**src/hw/rtl/bitmap_run_allocator_top_macros.svh**
```systemverilog
// Assertion macros used by the allocator top level.
`ifndef BITMAP_RUN_ALLOCATOR_TOP_MACROS_SVH
`define BITMAP_RUN_ALLOCATOR_TOP_MACROS_SVH

// Same-cycle implication, checked on every rising clk edge outside reset
`define BRA_ASSERT_NOW(label, ante, cons, msg) \
    label: assert property (@(posedge clk) disable iff (!rst_n) (ante) |-> (cons)) \
        else $error(msg);

// Next-cycle implication, checked on every rising clk edge outside reset
`define BRA_ASSERT_NEXT(label, ante, cons, msg) \
    label: assert property (@(posedge clk) disable iff (!rst_n) (ante) |=> (cons)) \
        else $error(msg);

`endif

```
**src/hw/rtl/bra_pkg.sv**
```systemverilog
// Types and constants of the bitmap run allocator.
`timescale 1ns / 1ps
`default_nettype none

package bra_pkg;

    // Field widths
    localparam int BYTE_W = 8;
    localparam int OP_W   = 3;
    localparam int IDX_W  = 10;
    localparam int LEN_W  = 11;
    localparam int CFG_W  = 8;

    // Reset value of the bytes-in-use register
    localparam logic [CFG_W-1:0] CFG_BYTES_RST = 8'd128;

    // Request opcodes
    localparam logic [OP_W-1:0] OP_CLEAR_ALL = 3'd0;
    localparam logic [OP_W-1:0] OP_TEST      = 3'd1;
    localparam logic [OP_W-1:0] OP_SET       = 3'd2;
    localparam logic [OP_W-1:0] OP_CLEAR     = 3'd3;
    localparam logic [OP_W-1:0] OP_SCAN      = 3'd4;

    // Controller states, one-hot
    typedef enum logic [4:0] {
        S_CLEAR = 5'b00001,
        S_IDLE  = 5'b00010,
        S_MOD   = 5'b00100,
        S_SCAN  = 5'b01000,
        S_DONE  = 5'b10000
    } state_t;

endpackage

`default_nettype wire

```
**src/hw/rtl/bitmap_run_allocator_top.sv**
```systemverilog
// Top level of the first-fit bitmap run allocator.
`timescale 1ns / 1ps
`default_nettype none

// First-fit bitmap allocator. The used/free map lives in one MAP_BYTES x 8
// synchronous RAM, one bit per unit (1 = used). One request is handled at a
// time and each gives exactly one result word. Test, set and clear go
// through read, modify/write and result; a bit beyond the map skips the
// read. A scan reads one map byte per cycle through the RAM read port and
// checks its eight bits when the registered read data returns, covering
// up to min(bytes_in_use, MAP_BYTES) bytes and stopping early on the first
// run that fits. Clear-all sweeps the RAM one byte per cycle. After reset
// the same sweep runs with in_ready low; the config port is always ready.
// A finished result sits in an output register, so the next request can
// be accepted while it waits for out_ready.
`include "bitmap_run_allocator_top_macros.svh"

module bitmap_run_allocator_top #(
    parameter int MAP_BYTES = 128
) (
    input  logic                            clk,
    input  logic                            rst_n,
    // request channel
    input  logic                            in_valid,
    output logic                            in_ready,
    input  logic [bra_pkg::OP_W-1:0]        opcode,
    input  logic [bra_pkg::IDX_W-1:0]       bit_index,
    input  logic [bra_pkg::LEN_W-1:0]       run_length,
    // result channel
    output logic                            out_valid,
    input  logic                            out_ready,
    output logic                            found,
    output logic [bra_pkg::IDX_W-1:0]       run_start,
    output logic                            bit_value,
    // config channel (bytes_in_use)
    input  logic                            cfg_valid,
    output logic                            cfg_ready,
    input  logic [bra_pkg::CFG_W-1:0]       cfg_data
);

    localparam int AW  = (MAP_BYTES > 1) ? $clog2(MAP_BYTES) : 1;
    localparam int BW  = bra_pkg::BYTE_W;
    localparam int CW  = bra_pkg::CFG_W;
    localparam int LW  = bra_pkg::LEN_W;
    localparam int IW  = bra_pkg::IDX_W;

    // control state
    bra_pkg::state_t          state_reg, state_next;
    logic [AW-1:0]            clr_ptr_reg, clr_ptr_next;
    logic                     clr_res_reg, clr_res_next;
    logic [CW-1:0]            rd_ptr_reg, rd_ptr_next;
    logic [CW-1:0]            proc_ptr_reg, proc_ptr_next;
    logic                     rv_reg, rv_next;
    logic                     out_valid_reg, out_valid_next;
    logic [CW-1:0]            cfg_bytes_reg, cfg_bytes_next;

    // payload
    logic [bra_pkg::OP_W-1:0] op_reg, op_next;
    logic [IW-1:0]            idx_reg, idx_next;
    logic [LW-1:0]            len_reg, len_next;
    logic [LW-1:0]            streak_reg, streak_next;
    logic                     res_found_reg, res_found_next;
    logic [IW-1:0]            res_start_reg, res_start_next;
    logic                     res_bit_reg, res_bit_next;
    logic                     out_found_reg, out_found_next;
    logic [IW-1:0]            out_start_reg, out_start_next;
    logic                     out_bit_reg, out_bit_next;

    // map RAM ports
    logic [BW-1:0]            usage_map [MAP_BYTES];
    logic                     mem_we, mem_re;
    logic [AW-1:0]            mem_waddr, mem_raddr;
    logic [BW-1:0]            mem_wdata, mem_rdata;

    // misc
    logic [CW-1:0]            nbytes;
    logic                     in_map_req, in_map_cur;
    logic [BW-1:0]            bit_mask;
    logic                     out_free;
    logic [LW-1:0]            scan_streak;
    logic                     scan_hit;
    logic [LW-1:0]            scan_start;
    logic [LW-1:0]            scan_base;

    assign in_ready  = (state_reg == bra_pkg::S_IDLE);
    assign cfg_ready = 1'b1;
    assign out_valid = out_valid_reg;
    assign found     = out_found_reg;
    assign run_start = out_start_reg;
    assign bit_value = out_bit_reg;
    assign out_free  = !out_valid_reg || out_ready;

    // bytes covered by a scan, clipped to the map size
    assign nbytes = (32'(cfg_bytes_reg) > MAP_BYTES) ? CW'(MAP_BYTES) : cfg_bytes_reg;

    // byte of the addressed bit inside the map
    assign in_map_req = (32'(bit_index[IW-1:3]) < MAP_BYTES);
    assign in_map_cur = (32'(idx_reg[IW-1:3]) < MAP_BYTES);
    assign bit_mask   = BW'(1) << idx_reg[2:0];

    // run search over the eight bits of the byte the RAM returns this cycle
    always_comb
    begin
        scan_streak = streak_reg;
        scan_hit    = 1'b0;
        scan_start  = '0;
        scan_base   = {proc_ptr_reg, 3'b000};
        for (int b = 0; b < BW; b++)
        begin
            if (mem_rdata[b])
                scan_streak = '0;
            else
                scan_streak = scan_streak + LW'(1);
            if (!scan_hit && (scan_streak == len_reg))
            begin
                scan_hit   = 1'b1;
                scan_start = scan_base + LW'(b) + LW'(1) - len_reg;
            end
        end
    end

    // controller
    always_comb
    begin
        state_next     = state_reg;
        clr_ptr_next   = clr_ptr_reg;
        clr_res_next   = clr_res_reg;
        rd_ptr_next    = rd_ptr_reg;
        proc_ptr_next  = proc_ptr_reg;
        rv_next        = 1'b0;
        out_valid_next = out_valid_reg;
        cfg_bytes_next = cfg_bytes_reg;
        op_next        = op_reg;
        idx_next       = idx_reg;
        len_next       = len_reg;
        streak_next    = streak_reg;
        res_found_next = res_found_reg;
        res_start_next = res_start_reg;
        res_bit_next   = res_bit_reg;
        out_found_next = out_found_reg;
        out_start_next = out_start_reg;
        out_bit_next   = out_bit_reg;
        mem_we         = 1'b0;
        mem_re         = 1'b0;
        mem_waddr      = '0;
        mem_raddr      = '0;
        mem_wdata      = '0;

        // config write
        if (cfg_valid)
            cfg_bytes_next = cfg_data;

        // result word taken
        if (out_valid_reg && out_ready)
            out_valid_next = 1'b0;

        case (state_reg)
            bra_pkg::S_CLEAR:
            begin
                mem_we    = 1'b1;
                mem_waddr = clr_ptr_reg;
                if (clr_ptr_reg == AW'(MAP_BYTES - 1))
                begin
                    clr_ptr_next = '0;
                    clr_res_next = 1'b0;
                    state_next   = clr_res_reg ? bra_pkg::S_DONE : bra_pkg::S_IDLE;
                end
                else
                begin
                    clr_ptr_next = clr_ptr_reg + AW'(1);
                end
            end

            bra_pkg::S_IDLE:
            begin
                if (in_valid)
                begin
                    op_next        = opcode;
                    idx_next       = bit_index;
                    len_next       = run_length;
                    res_found_next = 1'b0;
                    res_start_next = '0;
                    res_bit_next   = 1'b0;
                    if (opcode == bra_pkg::OP_CLEAR_ALL)
                    begin
                        clr_res_next = 1'b1;
                        clr_ptr_next = '0;
                        state_next   = bra_pkg::S_CLEAR;
                    end
                    else if (opcode inside {bra_pkg::OP_TEST, bra_pkg::OP_SET,
                                            bra_pkg::OP_CLEAR})
                    begin
                        // bit beyond the map: test reads 0, set/clear do nothing
                        if (in_map_req)
                        begin
                            mem_re     = 1'b1;
                            mem_raddr  = AW'(bit_index[IW-1:3]);
                            state_next = bra_pkg::S_MOD;
                        end
                        else
                        begin
                            state_next = bra_pkg::S_DONE;
                        end
                    end
                    else if (opcode == bra_pkg::OP_SCAN)
                    begin
                        // zero length or empty window: not found
                        if ((run_length == '0) || (nbytes == '0))
                        begin
                            state_next = bra_pkg::S_DONE;
                        end
                        else
                        begin
                            rd_ptr_next   = '0;
                            proc_ptr_next = '0;
                            streak_next   = '0;
                            state_next    = bra_pkg::S_SCAN;
                        end
                    end
                    else
                    begin
                        state_next = bra_pkg::S_DONE;
                    end
                end
            end

            bra_pkg::S_MOD:
            begin
                case (op_reg)
                    bra_pkg::OP_TEST:
                        res_bit_next = mem_rdata[idx_reg[2:0]];
                    bra_pkg::OP_SET:
                    begin
                        mem_we    = in_map_cur;
                        mem_waddr = AW'(idx_reg[IW-1:3]);
                        mem_wdata = mem_rdata | bit_mask;
                    end
                    bra_pkg::OP_CLEAR:
                    begin
                        mem_we    = in_map_cur;
                        mem_waddr = AW'(idx_reg[IW-1:3]);
                        mem_wdata = mem_rdata & ~bit_mask;
                    end
                    default:
                        res_bit_next = 1'b0;
                endcase
                state_next = bra_pkg::S_DONE;
            end

            bra_pkg::S_SCAN:
            begin
                // stream reads, one byte per cycle
                if (rd_ptr_reg < nbytes)
                begin
                    mem_re      = 1'b1;
                    mem_raddr   = AW'(rd_ptr_reg);
                    rd_ptr_next = rd_ptr_reg + CW'(1);
                    rv_next     = 1'b1;
                end
                // check the byte that came back
                if (rv_reg)
                begin
                    proc_ptr_next = proc_ptr_reg + CW'(1);
                    streak_next   = scan_streak;
                    if (scan_hit)
                    begin
                        res_found_next = 1'b1;
                        res_start_next = scan_start[IW-1:0];
                        rv_next        = 1'b0;
                        state_next     = bra_pkg::S_DONE;
                    end
                    else if (proc_ptr_reg == (nbytes - CW'(1)))
                    begin
                        rv_next    = 1'b0;
                        state_next = bra_pkg::S_DONE;
                    end
                end
            end

            bra_pkg::S_DONE:
            begin
                if (out_free)
                begin
                    out_valid_next = 1'b1;
                    out_found_next = res_found_reg;
                    out_start_next = res_start_reg;
                    out_bit_next   = res_bit_reg;
                    state_next     = bra_pkg::S_IDLE;
                end
            end

            default:
                state_next = bra_pkg::S_IDLE;
        endcase
    end

    // control registers
    always_ff @(posedge clk or negedge rst_n)
    begin
        if (!rst_n)
        begin
            state_reg     <= bra_pkg::S_CLEAR;
            clr_ptr_reg   <= '0;
            clr_res_reg   <= 1'b0;
            rd_ptr_reg    <= '0;
            proc_ptr_reg  <= '0;
            rv_reg        <= 1'b0;
            out_valid_reg <= 1'b0;
            cfg_bytes_reg <= bra_pkg::CFG_BYTES_RST;
        end
        else
        begin
            state_reg     <= state_next;
            clr_ptr_reg   <= clr_ptr_next;
            clr_res_reg   <= clr_res_next;
            rd_ptr_reg    <= rd_ptr_next;
            proc_ptr_reg  <= proc_ptr_next;
            rv_reg        <= rv_next;
            out_valid_reg <= out_valid_next;
            cfg_bytes_reg <= cfg_bytes_next;
        end
    end

    // payload registers
    always_ff @(posedge clk)
    begin
        op_reg        <= op_next;
        idx_reg       <= idx_next;
        len_reg       <= len_next;
        streak_reg    <= streak_next;
        res_found_reg <= res_found_next;
        res_start_reg <= res_start_next;
        res_bit_reg   <= res_bit_next;
        out_found_reg <= out_found_next;
        out_start_reg <= out_start_next;
        out_bit_reg   <= out_bit_next;
    end

    // map RAM: one write port, one registered read port
    always_ff @(posedge clk)
    begin
        if (mem_we)
            usage_map[mem_waddr] <= mem_wdata;
        if (mem_re)
            mem_rdata <= usage_map[mem_raddr];
    end

    // checks
    `BRA_ASSERT_NOW(a_no_write_in_scan, state_reg == bra_pkg::S_SCAN, !mem_we,
        "map written during a scan")
    `BRA_ASSERT_NOW(a_rw_apart, mem_we && mem_re, mem_waddr != mem_raddr,
        "map read and written at the same byte")
    `BRA_ASSERT_NOW(a_scan_ptrs, state_reg == bra_pkg::S_SCAN,
        (rd_ptr_reg <= nbytes) && (proc_ptr_reg < nbytes) && (proc_ptr_reg <= rd_ptr_reg),
        "scan pointers outside the window")
    `BRA_ASSERT_NEXT(a_done_loads, (state_reg == bra_pkg::S_DONE) && out_free,
        out_valid && in_ready, "result not presented after completion")

endmodule

`default_nettype wire

```
**config.mk**
```make
export PLATFORM = sky130hd
export DESIGN_NAME = bitmap_run_allocator_top
export DESIGN_NICKNAME = d
export VERILOG_FILES = /design/src/hw/rtl/bra_pkg.sv /design/src/hw/rtl/bitmap_run_allocator_top.sv
export VERILOG_INCLUDE_DIRS = /design/src /design/src/hw/rtl
export SDC_FILE = /design/constraint.sdc
export NUM_CORES = 2
export LEC_CHECK = 0
export ABC_AREA = 1
export BUFFER_PORTS_ARGS = -buffer_cell sky130_fd_sc_hd__buf_2
export CORE_MARGIN = 2
export CORE_UTILIZATION = 57
export DETAILED_ROUTE_END_ITERATION = 8
export HOLD_SLACK_MARGIN = 0.1
export PLACE_DENSITY = 0.76
export SYNTH_ARGS = -nofsm -noshare
export SYNTH_HDL_FRONTEND = slang
export SYNTH_SLANG_ARGS = --single-unit
```
**constraint.sdc**
```tcl
create_clock -name clk -period 7.09 [get_ports clk]
set_input_delay 1.0635 -clock clk [delete_from_list [all_inputs] [get_ports clk]]
set_output_delay 1.0635 -clock clk [all_outputs]
set_load 0.05 [all_outputs]
```
After elaboration in Yosys (flattened, before gate mapping)
Memory sizes are Yosys's and may differ from the RTL's. A register that Yosys moved wholly into a read port is not among the register bits.
Cells that the tools add are included.
{"block": "word_totals", "ramBits": 1024, "n_memories": 1, "in_bits": 37, "register_bits": 98}
{"name": "usage_map", "words": 128, "width": 8, "read_ports": 1, "rd_clocked_by_memory_dff": 1, "write_ports": 1, "line_no": "bitmap_run_allocator_top.sv:70", "text": "logic [BW-1:0] usage_map [MAP_BYTES];"}
{"block": "op_classes", "order_cmp": 3, "bitwise_logic": 3, "n_reduce_logical": 35, "add_sub_neg": 34, "n_shift": 1, "eq_ne": 35, "n_mux": 98}
{"cell": "$mux 11", "n": 14}
{"cell": "$mux 10", "n": 11}
{"cell": "$add 11x1->11 const B", "n": 8}
{"cell": "$eq 11x11->1", "n": 8}
{"cell": "$add 10x1->10 const B", "n": 8}
{"cell": "$sub 10x10->10", "n": 8}
{"cell": "$mux 8", "n": 9}
{"cell": "$mux 7", "n": 8}
{"cell": "$mux 5", "n": 11}
{"cell": "$pmux 8 s2", "n": 3}
{"cell": "$pmux 7 s2", "n": 3}
{"cell": "$add 10x3->10 const B", "n": 4}
{"cell": "$mux 1", "n": 29}
{"cell": "$pmux 5 s5", "n": 1}
{"cell": "$pmux 11 s2", "n": 1}
{"cell": "$add 10x2->10 const B", "n": 2}
{"cell": "$ne 2x2->1 const B", "n": 10}
{"cell": "$pmux 10 s2", "n": 1}
{"cell": "$add 8x1->8 const B", "n": 2}
{"cell": "$reduce_and 7->1", "n": 2}
{"cell": "$eq 3x2->1 const B", "n": 4}
{"cell": "$pmux 1 s2", "n": 6}
{"cell": "$logic_not 11->1", "n": 1}
{"cell": "$and 8x8->8", "n": 1}
{"cell": "32 further kinds", "n": 54}

Logic depth before layout (Yosys ltp)
{"block": "logic_depth", "depth_word": 28, "mapped_depth": 41, "mapped_depth_nobuf": 40}

Worst setup path before layout
Ideal clock, no wire load.
{"block": "synth_timing", "path_type": "flip-flop to flip-flop", "start": "register state_reg[0]", "end": "memory usage_map[0][0] (netlist bit), data pin", "setup_ns": 1.321, "slack_ns": -0.488, "required_time_ns": 5.769, "path_stages_with_launch": 6, "n_path_buf": 0, "t_arrival_ns": 6.257, "period_less_slack_ns": 7.578, "path_cell_list": "dfstp_2 -> nor2_1 -> nand4_1 -> inv_1 -> nand2_1 -> a311oi_1"}
{"block": "synth_via", "elab_chain_cells": 2}
{"item": "start: declaration", "line_no": "bitmap_run_allocator_top.sv:48", "text": "bra_pkg::state_t state_reg, state_next;"}
{"item": "start signal: assignment", "line_no": "bitmap_run_allocator_top.sv:302", "text": "state_reg <= bra_pkg::S_CLEAR;"}
{"item": "start signal: assignment", "line_no": "bitmap_run_allocator_top.sv:313", "text": "state_reg <= state_next;"}
{"item": "$eq 5x3->1", "line_no": "bitmap_run_allocator_top.sv:157", "text": "case (state_reg)"}
{"item": "$mux 8", "line_no": "bitmap_run_allocator_top.sv:157"}
{"item": "via mem_wdata[0]", "line_no": "bitmap_run_allocator_top.sv:73", "text": "logic [BW-1:0] mem_wdata, mem_rdata;"}
{"item": "end: declaration", "line_no": "bitmap_run_allocator_top.sv:70"}
The timed path passes the listed nets, and every way through them passes these cells.

Worst setup path in the final report
{"block": "layout_timing", "start": "register state_reg[0]", "end": "register mem_rdata[0], read port of usage_map, data pin"}
{"block": "layout_via", "elab_chain_cells": 2, "word_cells_on_any_way": 4, "cone_classes": "eq/ne (2); mux (2)"}
{"item": "$eq 5x4->1 or $eq 5x2->1 (tied branches)", "line_no": "bitmap_run_allocator_top.sv:157"}
{"item": "$pmux 7 s2 or $pmux 1 s2 (tied branches)", "line_no": "bitmap_run_allocator_top.sv:157"}
{"item": "end: declaration", "line_no": "bitmap_run_allocator_top.sv:73"}
Several ways; a longest one is shown, not always the timed one.
A chain may end at the register's enable or synchronous reset.

==> flow_results.org <==
** Logic synthesis
- Synthesis handed over a netlist of 4615 instances.
- For this run, asynchronously set or reset flops after synthesis account for under 10%.
- In the synthesized netlist the dominant register cell turns out to be edfxtp_1.
- A synthesized cell averages approximately 11 µm².
- Flip-flop and latch count after synthesis :: 1130
- The Yosys step of the flow raised 0 warnings.
- The netlist uses 58 different library cells.
- After synthesis the cells add up to 50890 µm².
- The synthesized design contains 1091 enable-type register cells.
- Sequential cells were found to cover 66.30% of the synthesized design area.
- When the netlist entered floorplanning its net count stood at between 4000 and 5000.

** Clocking
- TritonCTS built the clock tree.
- Once the clock tree was built, the setup fixing pass inserted 0 buffers.
- Clk buf depth :: 3
- Number of hold buffers added after CTS :: 0
- TritonCTS created 110 clock buffers.
- Post-CTS sizing :: 0
- The clock reaches the later pin of the worst-skew pair after between 700 and 800 ps.
- Clock Sink Count :: approximately 1100
- The H-tree was split into 3 levels.
- The tree is rooted in a clkbuf_16.
- Clk slew on worst S/H paths :: about 60 ps

** STA
- Maximum clock frequency :: ~170 MHz
- Period utilization :: ~85%
- At the pin with the least slew margin, the transition time is between 1000 and 1500 ps.
- The worst path needs 5999 ps of the cycle, external delays included.
- The worst pin sits at a relative slew slack of 18.41%.
- On the final layout, the worst hold slack is 420.1 ps.
- The total count of hold-check failures in the final report came to 0.
- The max-slew violation count is 0.
- Setup repair after global routing left no endpoint under its margin.
- For the final database, setup skew stands at 28.43 ps.
- Final number of setup-violating endpoints :: 0

** Worst setup path
- The worst register-to-register path has a setup slack of between 1000 and 1500 ps.
- By startpoint and endpoint, the worst setup path is classified as register to register.
- Arrival time at the worst endpoint :: 6520 ps
- At the worst endpoint, the required time is 7610 ps.
- Worst setup EP type :: register
- Element type at the critical path start :: register
- Highest net fanout along the worst path :: 101

** GRT
- Entering global routing, the biggest net connects between 150 and 200 pins.
- Gr ovfl total :: 0
- GRT Total Usage :: 29.78%
- The via count of the first global-routing pass is ~35000.
- The number of antenna violations at the first check in global routing is 1.
- The first global-routing pass estimated 207.6 mm of wire.

** Power and ir drop
- In this run the power density over the cells is between 200 and 300 nW/µm².
- VDD sags by at most about 320 µV.
- Summed over all cells, the static leakage comes to 21.50 nW.

** Routing
- Detail-routed via count per cell :: about 6.3
- Wires add up to 138.2 mm.
- Average routed wire per standard cell :: between 20 and 25 µm
- DR pass1 iterations :: 6
- The detailed router placed 36810 vias in this run.
- In the routed design, unresolved DRC markers number 0.
- The detail route stage leaves a number of antenna-violating nets equal to 0.
- Initial drt markers :: 5064

** Die
- Chip height :: roughly 300 µm
- The floorplan step defined a die boundary enclosing between 90000 and 100000 µm².
- Area of the core :: ~88000 µm²
- Row generation in the floorplan step produced about 110 rows.
- I/O pin count :: 52
- Measured along the x axis, the die boundary spans about 300 µm.
- Initial core utilization :: 57.59%

** Place
- Port buffering added 50 buffers.
- Detailed placement finished with a half-perimeter wire length of around 82 mm.
- RD Place Congestion :: roughly 0.99
- Once placement completed, the tool counted placed cells totaling ~5600.

** Cells and area
- The area growth from synthesis to layout is 9.959%.
- After filler insertion, the fill cell instance count of the layout stands at between 6000 and 7000.
- Number of flip-flops in the largest register :: around 1000
- Count of nets after finishing :: between 4000 and 5000
- The repair_antennas step left the layout with diodes totalling 0.
- The post-route netlist has under 10% of its cells at a drive strength greater than 1.
- Post-route non-filler standard cell count :: between 5000 and 6000

** Flow run
- Max-cap viol count :: 0

** Status
- The run finished with clean final reports.

** Hold path
- In this run the worst hold path is classified as register to register.
[cells in the mapped netlist, types with 20 or more instances]
cell type | n | area [µm²]
nor2_2 | 20 | 125.1
nand4_1 | 35 | 219.0
nand3_2 | 35 | 350.3
dfrtp_1 | 37 | 925.9
nand3_1 | 128 | 640.6
o22ai_1 | 274 | 1714
o21ai_0 | 718 | 3593
nor3_1 | 30 | 150.1
a21oi_1 | 56 | 280.3
nor2_1 | 970 | 3641
o221ai_1 | 59 | 516.8
inv_1 | 212 | 795.8
nand2_2 | 23 | 143.9
ha_1 | 35 | 437.9
xor2_1 | 101 | 884.6
edfxtp_1 | 1091 | 32760
nand2_1 | 352 | 1321
clkbuf_1 | 244 | 915.9
[cell type report]
type / count / area [µm²] / share of cell area (%)
clock buffers: 141 / 2942 / 5.256
clock inverters: 63 / 708.2 / 1.265
inverters: 245 / 939.7 / 1.679
multi-input cells: 2982 / 15380 / 27.49
flip-flops and latches: 1130 / 33740 / 60.29
well taps: 1165 / 1458 / 2.605
repair buffers: 107 / 790.8 / 1.413
[worst paths after layout]
check | from | to | cells after the start
setup / recovery | state_reg[0]$_DFFE_PN1P_ | mem_rdata[0]$_DFFE_PP_ | 16
hold / removal | res_bit_reg$_SDFFCE_PN0P_ | bit_value$_DFFE_PP_ | 0
setup reg to reg | state_reg[0]$_DFFE_PN1P_ | mem_rdata[0]$_DFFE_PP_ | 16
hold reg to reg | res_bit_reg$_SDFFCE_PN0P_ | bit_value$_DFFE_PP_ | 0
max in group asynchronous | rst_n | clr_ptr_reg[2]$_DFFE_PN0P_ | 1
min in group asynchronous | rst_n | state_reg[2]$_DFFE_PN0P_ | 1
[worst max-delay path, cell delays in order, from the launching register on]
cell and delay (ps):
dfstp_2 380, nor2_1 150, inv_1 80, nor4_2 850, inv_1 680, nor2_1 390
clkinv_1 390, o22ai_4 340, buf_12 370, buf_12 380, o21ai_0 150, o22ai_1 190
o21ai_0 190, o221ai_1 390, nand3_1 210, nand3_1 200, o21a_1 260
[where the power goes]
group	internal, mW	switching [mW]
clock network	3.41	2.54
logic	0.886	2.11
registers	7.44	0.176
[layer usage]
layer  vias up  wire length, µm  global-route usage [%]
met5         -                0                       0
met4         0             5995                   12.28
met3       370            15540                   5.943
met2      2191            63860                   46.90
met1     17710            52840                   40.90
li1      16540                -                       -
[cells in the final DEF (no fill, tap or decap), types with 37 or more instances in the layout]
cell	n
a21oi_1	52
buf_2	50
buf_4	48
clkbuf_16	112
dfrtp_1	37
edfxtp_1	1091
inv_1	209
nand2_1	351
nand3_1	128
nor2_1	969
o21ai_0	718
o221ai_1	59
o22ai_1	270
xor2_1	101
[kinds of logic (layout without fill, tap and decap cells)]
family,Yosys count,in the layout,synth area share [%]
adder cells (fa/ha/maj),41,41,1.097
other,1,1,0.007368
AO/OA/AOI/OAI,1200,1200,13.29
AND/OR/NAND/NOR,1629,1629,13.58
buffers and inverters,503,556,3.813
flip-flops,1130,1130,66.30
multiplexers,2,2,0.04179
XOR/XNOR,109,109,1.876
[through the flow]
step	setup TNS [ps]	area, µm²	util (%)	total power, mW	worst slack (ps)
6_report	0	55960	63.32	16.56	1091
5_1_grt	0	55960	63.32	17.10	367.1
4_1_cts	0	55960	63.32	16.51	1189
3_5_place_dp	0	52310	59.19	10.64	1214
3_3_place_gp	0	52310	59.19	10.60	1314
2_1_floorplan	-93930	50900	-	9.730	-244.7
(Power assumes the default switching activity.)
